$ cat config.mk
export PLATFORM = sky130hd
export DESIGN_NAME = sorted_timer_queue
export DESIGN_NICKNAME = d
export VERILOG_FILES = /design/src/design/stq_pkg.sv /design/src/design/stq_mem.sv /design/src/design/sorted_timer_queue.sv
export SDC_FILE = /design/constraint.sdc
export NUM_CORES = 2
export LEC_CHECK = 0
export BUFFER_PORTS_ARGS = -buffer_cell sky130_fd_sc_hd__buf_2
export CAP_MARGIN = 20
export CORE_ASPECT_RATIO = 1.1
export CORE_MARGIN = 2
export CORE_UTILIZATION = 60
export DETAILED_ROUTE_END_ITERATION = 8
export PLACE_DENSITY = 0.75
export SYNTH_ARGS = -nofsm -noshare
export SYNTH_HDL_FRONTEND = slang
export SYNTH_SLANG_ARGS = --single-unit
$ cat constraint.sdc
create_clock -name aclk -period 15.3 [get_ports aclk]
set_input_delay 2.295 -clock aclk [delete_from_list [all_inputs] [get_ports aclk]]
set_output_delay 2.295 -clock aclk [all_outputs]
set_load 0.1 [all_outputs]
$ cat src/design/stq_pkg.sv
package stq_pkg;

    // request codes
    localparam logic [2:0] REQ_CHECK     = 3'd0;
    localparam logic [2:0] REQ_ADD       = 3'd1;
    localparam logic [2:0] REQ_DELETE    = 3'd2;
    localparam logic [2:0] REQ_CLEAR     = 3'd3;
    localparam logic [2:0] REQ_CLEAR_EXC = 3'd4;

    // result kinds
    localparam logic [2:0] KIND_EXPIRED   = 3'd0;
    localparam logic [2:0] KIND_ADDED     = 3'd1;
    localparam logic [2:0] KIND_FULL      = 3'd2;
    localparam logic [2:0] KIND_DELETED   = 3'd3;
    localparam logic [2:0] KIND_NOT_FOUND = 3'd4;
    localparam logic [2:0] KIND_CLEARED   = 3'd5;
    localparam logic [2:0] KIND_NONE      = 3'd6;

    localparam int RESULT_LIMIT = 16;

    typedef struct packed {
        logic [15:0] id;
        logic [7:0]  handler;
        logic [15:0] context_tag;
        logic [31:0] start;
        logic [30:0] duration;
    } entry_t;

    typedef enum logic [3:0] {
        ST_IDLE,
        ST_CHECK_RD,
        ST_CHECK_EV,
        ST_SHIFT_RD,
        ST_SHIFT_WR,
        ST_ADD_RD,
        ST_ADD_EV,
        ST_INS_RD,
        ST_INS_WR,
        ST_DEL_RD,
        ST_DEL_EV,
        ST_EXC_RD,
        ST_EXC_EV,
        ST_OUT
    } state_t;

endpackage

$ cat src/design/stq_mem.sv
module stq_mem #(
    parameter int DEPTH = 16,
    parameter int AW    = 4
) (
    input  logic               aclk,
    input  logic               wr_en,
    input  logic [AW-1:0]      wr_addr,
    input  stq_pkg::entry_t    wr_data,
    input  logic [AW-1:0]      rd_addr,
    output stq_pkg::entry_t    rd_data
);

    stq_pkg::entry_t mem [DEPTH];

    // single write port, registered read
    always_ff @(posedge aclk) begin
        if (wr_en) begin
            mem[wr_addr] <= wr_data;
        end
        rd_data <= mem[rd_addr];
    end

endmodule

$ cat src/design/sorted_timer_queue.sv
// Ordered timer queue held in one single-port-write, registered-read memory.
// One request is taken at a time; s_axis_tready is low until its last result
// has been handed over. All work goes through one shared read/compare/write
// path under a sequencer. A check reads the head; each popped entry is held
// while the queue shifts down and the next head is read, so that its last
// flag is known before it leaves. A check pops at most RESULT_LIMIT entries.
// An add walks the queue and opens a gap, a delete walks and shifts, a
// clear-except walks and compacts, and a clear all resets the count. Output
// stalls can hold any request. Results leave through a single output
// register; unknown request codes give none.
module sorted_timer_queue #(
    parameter int QUEUE_DEPTH = 16
) (
    input  logic         aclk,
    input  logic         aresetn,
    input  logic         s_axis_tvalid,
    output logic         s_axis_tready,
    // req_type[2:0], now_ms[34:3], timer_tag[50:35], timeout_ms[81:51],
    // handler_tag[89:82], context_tag[105:90], zero [111:106]
    input  logic [111:0] s_axis_tdata,
    output logic         m_axis_tvalid,
    input  logic         m_axis_tready,
    // kind[2:0], out_timer_tag[18:3], out_handler_tag[26:19],
    // out_context_tag[42:27], zero [47:43]
    output logic [47:0]  m_axis_tdata,
    output logic         m_axis_tlast
);

    localparam int AW = (QUEUE_DEPTH > 1) ? $clog2(QUEUE_DEPTH) : 1;
    localparam int CW = $clog2(QUEUE_DEPTH + 1);
    localparam int NW = $clog2(stq_pkg::RESULT_LIMIT + 1);

    stq_pkg::state_t state_reg, state_next;

    logic [2:0]    req_reg;
    logic [31:0]   now_reg;
    logic [15:0]   tag_reg;
    logic [30:0]   tmo_reg;
    logic [7:0]    hnd_reg;
    logic [15:0]   ctx_reg;

    logic [CW-1:0] count_reg, count_next;
    logic [CW-1:0] idx_reg, idx_next;    // read pointer
    logic [CW-1:0] dst_reg, dst_next;    // write pointer / insert slot
    logic [NW-1:0] pops_reg, pops_next;
    logic          found_reg, found_next;
    logic          pend_reg, pend_next;  // popped item held in the output regs

    logic [2:0]    o_kind_reg, o_kind_next;
    logic [15:0]   o_tag_reg, o_tag_next;
    logic [7:0]    o_hnd_reg, o_hnd_next;
    logic [15:0]   o_ctx_reg, o_ctx_next;
    logic          o_last_reg, o_last_next;
    logic          o_valid_reg, o_valid_next;
    stq_pkg::state_t o_ret_reg, o_ret_next;

    logic            wr_en;
    logic [AW-1:0]   wr_addr;
    stq_pkg::entry_t wr_data;
    logic [AW-1:0]   rd_addr;
    stq_pkg::entry_t rd_data;
    stq_pkg::entry_t new_entry;

    // pending move of the gap walk
    logic          insert_move_reg;
    logic [AW-1:0] move_dst_reg;

    logic          in_acc;
    logic          out_acc;
    logic [31:0]   elapsed;
    logic [31:0]   remain;
    logic          expired;
    logic          alive;

    assign in_acc  = s_axis_tvalid && s_axis_tready;
    assign out_acc = m_axis_tvalid && m_axis_tready;

    stq_mem #(.DEPTH(QUEUE_DEPTH), .AW(AW)) u_mem (
        .aclk    (aclk),
        .wr_en   (wr_en),
        .wr_addr (wr_addr),
        .wr_data (wr_data),
        .rd_addr (rd_addr),
        .rd_data (rd_data)
    );

    // shared time unit on the entry just read
    assign elapsed = now_reg - rd_data.start;
    assign expired = elapsed >= {1'b0, rd_data.duration};
    assign remain  = rd_data.start + {1'b0, rd_data.duration} - now_reg;
    assign alive   = (remain != 32'd0) && !remain[31];

    assign new_entry.id          = tag_reg;
    assign new_entry.handler     = hnd_reg;
    assign new_entry.context_tag = ctx_reg;
    assign new_entry.start       = now_reg;
    assign new_entry.duration    = tmo_reg;

    // request capture and control registers
    always_ff @(posedge aclk) begin
        if (!aresetn) begin
            state_reg   <= stq_pkg::ST_IDLE;
            count_reg   <= '0;
            o_valid_reg <= 1'b0;
        end else begin
            state_reg   <= state_next;
            count_reg   <= count_next;
            o_valid_reg <= o_valid_next;
        end
        if (in_acc) begin
            req_reg <= s_axis_tdata[2:0];
            now_reg <= s_axis_tdata[34:3];
            tag_reg <= s_axis_tdata[50:35];
            tmo_reg <= s_axis_tdata[81:51];
            hnd_reg <= s_axis_tdata[89:82];
            ctx_reg <= s_axis_tdata[105:90];
        end
        idx_reg    <= idx_next;
        dst_reg    <= dst_next;
        pops_reg   <= pops_next;
        found_reg  <= found_next;
        pend_reg   <= pend_next;
        o_kind_reg <= o_kind_next;
        o_tag_reg  <= o_tag_next;
        o_hnd_reg  <= o_hnd_next;
        o_ctx_reg  <= o_ctx_next;
        o_last_reg <= o_last_next;
        o_ret_reg  <= o_ret_next;
    end

    // sequencer: next state and datapath updates
    always_comb begin
        state_next   = state_reg;
        count_next   = count_reg;
        idx_next     = idx_reg;
        dst_next     = dst_reg;
        pops_next    = pops_reg;
        found_next   = found_reg;
        pend_next    = pend_reg;
        o_kind_next  = o_kind_reg;
        o_tag_next   = o_tag_reg;
        o_hnd_next   = o_hnd_reg;
        o_ctx_next   = o_ctx_reg;
        o_last_next  = o_last_reg;
        o_valid_next = o_valid_reg;
        o_ret_next   = o_ret_reg;
        unique case (state_reg)
            stq_pkg::ST_IDLE: begin
                if (in_acc) begin
                    idx_next   = '0;
                    dst_next   = '0;
                    pops_next  = '0;
                    found_next = 1'b0;
                    pend_next  = 1'b0;
                    o_tag_next = '0;
                    o_hnd_next = '0;
                    o_ctx_next = '0;
                    o_last_next = 1'b1;
                    o_ret_next = stq_pkg::ST_IDLE;
                    case (s_axis_tdata[2:0])
                        stq_pkg::REQ_CHECK: begin
                            if (count_reg == '0) begin
                                o_kind_next  = stq_pkg::KIND_NONE;
                                o_valid_next = 1'b1;
                                state_next   = stq_pkg::ST_OUT;
                            end else begin
                                state_next = stq_pkg::ST_CHECK_RD;
                            end
                        end
                        stq_pkg::REQ_ADD: begin
                            o_tag_next = s_axis_tdata[50:35];
                            if (count_reg >= CW'(QUEUE_DEPTH)) begin
                                o_kind_next  = stq_pkg::KIND_FULL;
                                o_valid_next = 1'b1;
                                state_next   = stq_pkg::ST_OUT;
                            end else begin
                                dst_next   = count_reg;
                                state_next = (count_reg == '0) ? stq_pkg::ST_INS_WR
                                                               : stq_pkg::ST_ADD_RD;
                            end
                        end
                        stq_pkg::REQ_DELETE: begin
                            o_tag_next = s_axis_tdata[50:35];
                            if (count_reg == '0) begin
                                o_kind_next  = stq_pkg::KIND_NOT_FOUND;
                                o_valid_next = 1'b1;
                                state_next   = stq_pkg::ST_OUT;
                            end else begin
                                state_next = stq_pkg::ST_DEL_RD;
                            end
                        end
                        stq_pkg::REQ_CLEAR: begin
                            count_next   = '0;
                            o_kind_next  = stq_pkg::KIND_CLEARED;
                            o_valid_next = 1'b1;
                            state_next   = stq_pkg::ST_OUT;
                        end
                        stq_pkg::REQ_CLEAR_EXC: begin
                            if (count_reg == '0) begin
                                o_kind_next  = stq_pkg::KIND_CLEARED;
                                o_valid_next = 1'b1;
                                state_next   = stq_pkg::ST_OUT;
                            end else begin
                                state_next = stq_pkg::ST_EXC_RD;
                            end
                        end
                        default: begin
                            state_next = stq_pkg::ST_IDLE;
                        end
                    endcase
                end
            end
            // check: read head, pop if expired
            stq_pkg::ST_CHECK_RD: begin
                state_next = stq_pkg::ST_CHECK_EV;
            end
            stq_pkg::ST_CHECK_EV: begin
                if (pend_reg) begin
                    // held item leaves once the new head is known
                    o_valid_next = 1'b1;
                    o_last_next  = !expired;
                    o_ret_next   = expired ? stq_pkg::ST_CHECK_RD : stq_pkg::ST_IDLE;
                    pend_next    = 1'b0;
                    state_next   = stq_pkg::ST_OUT;
                end else if (expired) begin
                    o_kind_next  = stq_pkg::KIND_EXPIRED;
                    o_tag_next   = rd_data.id;
                    o_hnd_next   = rd_data.handler;
                    o_ctx_next   = rd_data.context_tag;
                    pend_next    = 1'b1;
                    pops_next    = pops_reg + NW'(1);
                    count_next   = count_reg - CW'(1);
                    idx_next     = CW'(1);
                    dst_next     = '0;
                    state_next   = stq_pkg::ST_SHIFT_RD;
                end else begin
                    o_kind_next  = stq_pkg::KIND_NONE;
                    o_valid_next = 1'b1;
                    o_last_next  = 1'b1;
                    o_ret_next   = stq_pkg::ST_IDLE;
                    state_next   = stq_pkg::ST_OUT;
                end
            end
            // shift entries down by one after a head pop or a delete
            stq_pkg::ST_SHIFT_RD: begin
                if (idx_reg > count_reg) begin
                    idx_next = '0;
                    if (!found_reg && count_reg != '0 &&
                        pops_reg != NW'(stq_pkg::RESULT_LIMIT)) begin
                        state_next = stq_pkg::ST_CHECK_RD;
                    end else begin
                        // final item of a check, or the delete result
                        o_valid_next = 1'b1;
                        o_last_next  = 1'b1;
                        o_ret_next   = stq_pkg::ST_IDLE;
                        pend_next    = 1'b0;
                        state_next   = stq_pkg::ST_OUT;
                    end
                end else begin
                    state_next = stq_pkg::ST_SHIFT_WR;
                end
            end
            stq_pkg::ST_SHIFT_WR: begin
                idx_next   = idx_reg + CW'(1);
                dst_next   = dst_reg + CW'(1);
                state_next = stq_pkg::ST_SHIFT_RD;
            end
            // add: find the insert slot
            stq_pkg::ST_ADD_RD: begin
                state_next = stq_pkg::ST_ADD_EV;
            end
            stq_pkg::ST_ADD_EV: begin
                if (alive && ({1'b0, tmo_reg} < remain)) begin
                    dst_next   = idx_reg;
                    idx_next   = count_reg;
                    state_next = stq_pkg::ST_INS_RD;
                end else if (idx_reg + CW'(1) == count_reg) begin
                    state_next = stq_pkg::ST_INS_WR;
                end else begin
                    idx_next   = idx_reg + CW'(1);
                    state_next = stq_pkg::ST_ADD_RD;
                end
            end
            // open a gap from the tail down to the insert slot
            stq_pkg::ST_INS_RD: begin
                if (idx_reg == dst_reg) begin
                    state_next = stq_pkg::ST_INS_WR;
                end else begin
                    idx_next   = idx_reg - CW'(1);
                    state_next = stq_pkg::ST_INS_RD;
                end
            end
            stq_pkg::ST_INS_WR: begin
                count_next   = count_reg + CW'(1);
                o_kind_next  = stq_pkg::KIND_ADDED;
                o_valid_next = 1'b1;
                state_next   = stq_pkg::ST_OUT;
            end
            // delete: search, then reuse the shift path
            stq_pkg::ST_DEL_RD: begin
                state_next = stq_pkg::ST_DEL_EV;
            end
            stq_pkg::ST_DEL_EV: begin
                if (rd_data.id == tag_reg) begin
                    count_next  = count_reg - CW'(1);
                    dst_next    = idx_reg;
                    idx_next    = idx_reg + CW'(1);
                    found_next  = 1'b1;
                    state_next  = stq_pkg::ST_SHIFT_RD;
                    o_kind_next = stq_pkg::KIND_DELETED;
                    pops_next   = NW'(stq_pkg::RESULT_LIMIT);
                end else if (idx_reg + CW'(1) == count_reg) begin
                    o_kind_next  = stq_pkg::KIND_NOT_FOUND;
                    o_valid_next = 1'b1;
                    state_next   = stq_pkg::ST_OUT;
                end else begin
                    idx_next   = idx_reg + CW'(1);
                    state_next = stq_pkg::ST_DEL_RD;
                end
            end
            // clear except: compact kept entries
            stq_pkg::ST_EXC_RD: begin
                state_next = stq_pkg::ST_EXC_EV;
            end
            stq_pkg::ST_EXC_EV: begin
                if (rd_data.handler == hnd_reg) begin
                    dst_next = dst_reg + CW'(1);
                end
                if (idx_reg + CW'(1) == count_reg) begin
                    count_next   = (rd_data.handler == hnd_reg) ? dst_reg + CW'(1)
                                                                 : dst_reg;
                    o_kind_next  = stq_pkg::KIND_CLEARED;
                    o_valid_next = 1'b1;
                    state_next   = stq_pkg::ST_OUT;
                end else begin
                    idx_next   = idx_reg + CW'(1);
                    state_next = stq_pkg::ST_EXC_RD;
                end
            end
            stq_pkg::ST_OUT: begin
                if (out_acc) begin
                    o_valid_next = 1'b0;
                    state_next   = o_ret_reg;
                end
            end
            default: begin
                state_next = stq_pkg::ST_IDLE;
            end
        endcase
    end

    // memory port control
    always_comb begin
        wr_en   = 1'b0;
        wr_addr = dst_reg[AW-1:0];
        wr_data = rd_data;
        rd_addr = idx_reg[AW-1:0];
        unique case (state_reg)
            stq_pkg::ST_SHIFT_WR: begin
                wr_en = 1'b1;
            end
            stq_pkg::ST_INS_RD: begin
                // read slot idx-1 now, write it to slot idx next cycle
                rd_addr = idx_reg[AW-1:0] - AW'(1);
                wr_en   = 1'b0;
            end
            stq_pkg::ST_INS_WR: begin
                wr_en   = 1'b1;
                wr_data = new_entry;
            end
            stq_pkg::ST_EXC_EV: begin
                wr_en = (rd_data.handler == hnd_reg);
            end
            default: begin
                wr_en = 1'b0;
            end
        endcase
        // gap move: rd_data holds slot idx from the previous cycle
        if (state_reg == stq_pkg::ST_INS_RD && insert_move_reg) begin
            wr_en   = 1'b1;
            wr_addr = move_dst_reg;
        end
    end

    // pending move of the gap walk
    always_ff @(posedge aclk) begin
        if (!aresetn) begin
            insert_move_reg <= 1'b0;
        end else begin
            insert_move_reg <= (state_reg == stq_pkg::ST_INS_RD) && (idx_reg != dst_reg);
        end
        move_dst_reg <= idx_reg[AW-1:0];
    end

    assign s_axis_tready = (state_reg == stq_pkg::ST_IDLE);
    assign m_axis_tvalid = o_valid_reg;
    assign m_axis_tdata  = {5'd0, o_ctx_reg, o_hnd_reg, o_tag_reg, o_kind_reg};
    assign m_axis_tlast  = o_last_reg;

    // results only leave from the output state
    assert property (@(posedge aclk) disable iff (!aresetn)
        m_axis_tvalid |-> state_reg == stq_pkg::ST_OUT)
        else $error("result valid outside output state");

    // queue never grows beyond its depth
    assert property (@(posedge aclk) disable iff (!aresetn)
        count_reg <= CW'(QUEUE_DEPTH))
        else $error("queue count overflow");

    // a new request is never taken while a result waits
    assert property (@(posedge aclk) disable iff (!aresetn)
        m_axis_tvalid |-> !s_axis_tready)
        else $error("request accepted with result pending");

endmodule
### Yosys cells after proc, flatten, opt, wreduce, memory -nomap -nowiden

Memories as Yosys holds them, arrays and structs flattened. A register that Yosys moved wholly into a read port is not among the register bits.
Cells that the tools add are included.

* register bits: 183
* latch bits: 0
* RAM bits: 1648
* bits in read-only memories: 0
* input bits: 116
* output and inout port bits: 51
* memories kept: 1

Memory list
* u_mem.mem: words 16, width 103, read ports 1, clocked after memory_dff 1, wr ports 1, line stq_mem.sv:13 `stq_pkg::entry_t mem [DEPTH];`

* add/subtract/negate cells: 10
* multipliers: 0
* divide/modulo/power cells: 0
* $lt $le $gt $ge: 4
* eq/ne operators: 44
* shifts and indexed selects: 0
* mux-type cells: 110
* bitwise operators: 0
* reductions and logical operators: 38

Operator list (count)
* two-way mux 5 bit: 25
* two-way mux 16 bit: 7
* two-way mux 103 bit: 1
* two-way mux 4 bit: 20
* case mux 16 bit (2 select lines): 2
* subtractor 32 bit: 2
* case mux 4 bit (14 select lines): 1
* two-way mux 3 bit: 14
* case mux 5 bit (8 select lines): 1
* adder 32 x 31 -> 32 bit: 1
* greater-or-equal comparator 32 x 31 -> 1 bit: 1
* less-than comparator 31 x 32 -> 1 bit: 1
* nonzero test 32 bit: 1
* case mux 3 bit (5 select lines): 2
* case mux 5 bit (6 select lines): 1
* case mux 5 bit (5 select lines): 1
* == test 4 bit (second input constant): 6
* two-way mux 8 bit: 3
* two-way mux 1 bit: 22
* adder 5 x 1 -> 5 bit (second input constant): 4
* != test 2 bit (second input constant): 10
* case mux 4 bit (5 select lines): 1
* AND reduction 10 bit: 2
* != test 3 bit (second input constant): 6
* 44 further kinds: 71

### Depth between registers and ports, before layout

* depth after elaboration: 7
* depth in mapped cells: 24

### Modules after synthesis

A second synthesis with hierarchy kept.

* cells, all modules: 4233
* area, all modules: 78654.2 sq um

Modules (own cells, without submodules)
* stq_mem: instances 1, cells an instance 2636, area an instance 63679.8 sq um
* sorted_timer_queue: instances 1, cells an instance 1597, area an instance 14974.4 sq um

### Worst setup path before layout

OpenSTA, ideal clock, no wires.

* kind: reg2reg
* start point: register now_reg[0]
* end point: register o_ctx_reg[0] (enable)
* library setup time: 0.654 ns
* arrival time: 10.310 ns
* required time: 14.646 ns
* setup slack: 4.337 ns
* cell stages (with the launch flop): 24
* buffers on the path: 0
* period minus slack after synthesis: 10.963 ns
* path through: edfxtp_1 -> inv_1 -> ha_1 -> inv_1 -> fa_1 -> a21o_1 -> a21oi_1 -> nand2b_1 -> a211oi_1 -> o31ai_1 -> o21ai_0 -> a21o_1 -> a21o_1 -> a21oi_1 -> xnor2_1 -> ha_1 -> nand4_1 -> nor4_1 -> o21ai_0 -> a211oi_1 -> nor2_1 -> nand2_1 -> nand3_1 -> a2111oi_0

* longest elaborated chain between the ends: 4

RTL lines
* from (decl): line sorted_timer_queue.sv:36 `logic [31:0] now_reg;`
* from (signal assigned): line sorted_timer_queue.sv:112 `now_reg <= s_axis_tdata[34:3];`
* subtractor 32 bit: line sorted_timer_queue.sv:88 `assign elapsed = now_reg - rd_data.start;`
* greater-or-equal comparator 32 x 31 -> 1 bit: line sorted_timer_queue.sv:89 `assign expired = elapsed >= {1'b0, rd_data.duration};`
* != test 2 bit (no line)
* AND reduction 4 bit (no line)
* to (signal assigned): line sorted_timer_queue.sv:126 `o_ctx_reg <= o_ctx_next;`
* to (decl): line sorted_timer_queue.sv:52 `logic [15:0] o_ctx_reg, o_ctx_next;`

No other way between the ends.
A chain may end at the register's enable or synchronous reset.

### Worst setup path in the final report

* start point: register now_reg[0]
* end point: register idx_reg[0], data pin

* longest elaborated chain between the ends: 6
* elaborated cells on any way between the ends: 8
* those cells by class: add/sub: 1; order compare: 1; mux: 2; reduce/logical: 4

RTL lines
* subtractor 32 bit *: line sorted_timer_queue.sv:90 `assign remain = rd_data.start + {1'b0, rd_data.duration} - now_reg;`
* parallel branches: the longest is 2 deep, another holds less-than comparator 31 x 32 -> 1 bit
* logical AND 1 bit *: line sorted_timer_queue.sv:273 `if (alive && ({1'b0, tmo_reg} < remain)) begin`
* two-way mux 5 bit *: line sorted_timer_queue.sv:273
* case mux 5 bit (8 select lines) *: line sorted_timer_queue.sv:147 `unique case (state_reg)`
* net idx_next[0]: line sorted_timer_queue.sv:43 `logic [CW-1:0] idx_reg, idx_next;`
* to (signal assigned): line sorted_timer_queue.sv:118 `idx_reg <= idx_next;`
* to (decl): line sorted_timer_queue.sv:43

Mark *: on every way through the listed nets, which the timed path passes.

==> flow_summary.ini <==
[timing]
skew_ps = 35.8
setup_tns_ps = 0
worst_pin_slew_ps = 1140
setup_viol = 0
min_period_over_period_pct = 46.7
fin_ws_ps = 8150
finalCriticalPeriod_ps = 7150
slew-limit-headroom_pct = 24.0
hold_violations = 0
drv_slew = 0
max_freq_mhz = 140
grt_setup_unrepaired = false

[clock_tree]
insertion_delay_ps = 820
cts_made_buffers = 183
clock_path_buffers = 3
h-tree-depth = 4
cts_root_buf = clkbuf_16
cts.reportedPaths.clkPinSlew_ps = 60
cts_setup_buffers = 0
cts_hold_buf = 0
cts_tree = yes
cts_sinks = 1931
cts_resized = 0

[pwr]
switching_share_pct = 37.2
p_seq_share_pct = 36.3
combPwrFrac_pct = 42.8
p_int_uw = 13600
clockPowerShare_pct = 20.9
peakVddDrop_mv = 0.154
leakage_uw = 0.0295
p_switching_uw = 8040
powerDensity_nw_per_um2 = 244
finalPower_uw = 21600

[critical_path]
setup.worst_path.start = now_reg[0]
reg2reg_depth = 22
startpoint_type = register
timing.rr.start = now_reg[0]
crit_type = reg2reg
worst_setup_path_end_kind = register
rrSetupSlack_ps = 8150
worstPathRequired_ps = 15850
path_max_fanout = 5
crit_arrival_ps = 7700
crit_end = idx_reg[0]
r2r_end = idx_reg[0]

[yosys]
synth_top_area_cell = edfxtp_1
synth_top_area_share_pct = 68.9
synthAdderAreaFrac_pct = 3.02
synth.area.top_cells = edfxtp_1 (69%), mux4_2 (15%), dfxtp_1 (3.0%)
yosys.area_share.simple_pct = 3.00
syn_avg_cell_area_um2 = 19.5
yosysWarnings = 0
yosysSeqAreaShare_pct = 71.9
synth_top_family_by_area = multiplexers
synth_area_um2 = 79000
ys.flop_type = edfxtp_1
syn-instance-count = 4046
synthDistinctLibCells = 91
synth_xor_xnor_area_share_pct = 1.18
synth_compound_area_share_pct = 3.86
muxShareOfSynthArea_pct = 15.3
ys_ff_latch = 1931
synthArstFlopShare_pct = 0
synth_edf_count = 1813

[global_routing]
antenna_found_initial = 1
grt_max_degree = 143
grtUsageTotal_pct = 28.6
grt_pass1_wl_mm = 276
grt_overflow = 0
grt_pass1_vias = 41500

[detailed_routing]
wl_per_cell_um = 30.2
ant_nets = 0
drc = 0
drt-initial-drc-count = 4502
vias = 40700
viasPerCell = 6.50
first_pass_iters = 5
drt_wl_total_mm = 189

[worst_hold_path]
worstHoldPathType = reg2reg

[placed_design]
place_ws_ps = 8250
port_buffers = 155
dpl_cell_area_um2 = 82500
dp_hpwl_mm = 101
gp_congestion = 0.948
placed_cells = 5899

[cells_and_area]
layout_commonest_cell = edfxtp_1
area_growth_pct = 12.1
final_nets = 4615
layout_common_cells = edfxtp_1 (1,813), mux4_2 (515), clkbuf_16 (186), buf_2 (157), nand2_1 (153)
stdcell_count = 6250
largest_reg_flops = 1648
final_layout_size_suffix_gt1_share_pct = 26.5
design_area_um2 = 88500

[run_status]
outcome = complete, no violations

[floorplanning]
fp.dieArea_um2 = 135000
start_util_pct = 60.5
placementRows = 139
ios = 167
dieWidth_um = 350
die_h_um = 385
core_um2 = 131000

[job]
cap_violations = 0
[cell usage after synthesis, types with 29 or more instances]
cell / count
a21o_1: 32
a21oi_1: 90
and3_1: 39
clkbuf_1: 140
dfxtp_1: 118
edfxtp_1: 1813
fa_1: 33
ha_1: 138
inv_1: 151
mux2_2: 43
mux4_2: 515
nand2_1: 153
nand3_1: 32
nand4_1: 29
nor2_1: 99
nor3_1: 37
o21ai_0: 134
xnor2_1: 79
[how the worst min path moves through the flow]
stage,startpoint,endpoint,slack (ps),cells after the start
final,u_mem.rd_data[78],o_ctx_reg[15],560,1
after CTS,u_mem.rd_data[78],o_ctx_reg[15],570,1
after floorplan,idx_reg[3],move_dst_reg[3],370,0
after detailed placement,u_mem.rd_data[74],o_ctx_reg[11],550,1
after global routing,u_mem.rd_data[78],o_ctx_reg[15],580,1
after global placement,u_mem.rd_data[71],o_ctx_reg[8],550,1
[per-stage QoR]
stage | hold WS [ps] | util, %
finish | 560 | 67.8
global route | 584 | 67.8
CTS | 572 | 67.8
detailed placement | 547 | 63.1
global placement | 548 | 63.1
floorplan | 369 | -
[power groups by stage]
stage               Sequential (uW)  Clock (uW)  Combinational, uW
floorplan                      8180           0               6260
global placement               7910           0               8950
detailed placement             7930           0               9130
CTS                            7840        4580               9210
global route                   7890        4770              10000
finish                         7840        4530               9250
[worst max-delay path: stages, from the launching register on]
cell and delay (ps):
edfxtp_1 400, inv_1 60, ha_1 300, inv_1 50, ha_1 220, fa_1 470, a211oi_1 410, o21ai_1 270
a41oi_1 430, o21ai_1 200, a21boi_0 290, xnor2_1 270, inv_1 90, ha_1 200, or4_1 510, o311ai_0 250
o211ai_1 330, o21ai_0 450, a41oi_1 190, or3_4 450, and3_1 190, or4_1 500, o32a_1 350
[area by class of cell]
cell class,count,area [um^2]
tap,1762,2200
inverter,154,583
multi-input combinational,1780,21100
fill,8098,42100
clock inverter,110,1090
clock buffer,234,4940
antenna,1,2.50
timing repair buffer,278,1840
sequential,1931,56800
[cells by family (layout without fill, tap and decap cells)]
group,Yosys count,in the layout
DFF,1931,1931
muxes,561,561
and+or+nand+nor,476,476
AOI/OAI and AO/OA,461,461
buffers and inverters,339,776
adders and majority gates,171,171
xor gates and xnor gates,106,106
other,1,6
[metal layers]
| layer | global-route usage, % | vias up | share of wire, % |
|---|---|---|---|
| li1 | - | 17100 | - |
| met1 | 38.7 | 21300 | 39 |
| met2 | 47.7 | 1945 | 51 |
| met3 | 4.41 | 338 | 7.2 |
| met4 | 10.4 | 2 | 3.4 |
| met5 | 0 | - | 0.0069 |
(Power assumes the default switching activity.)
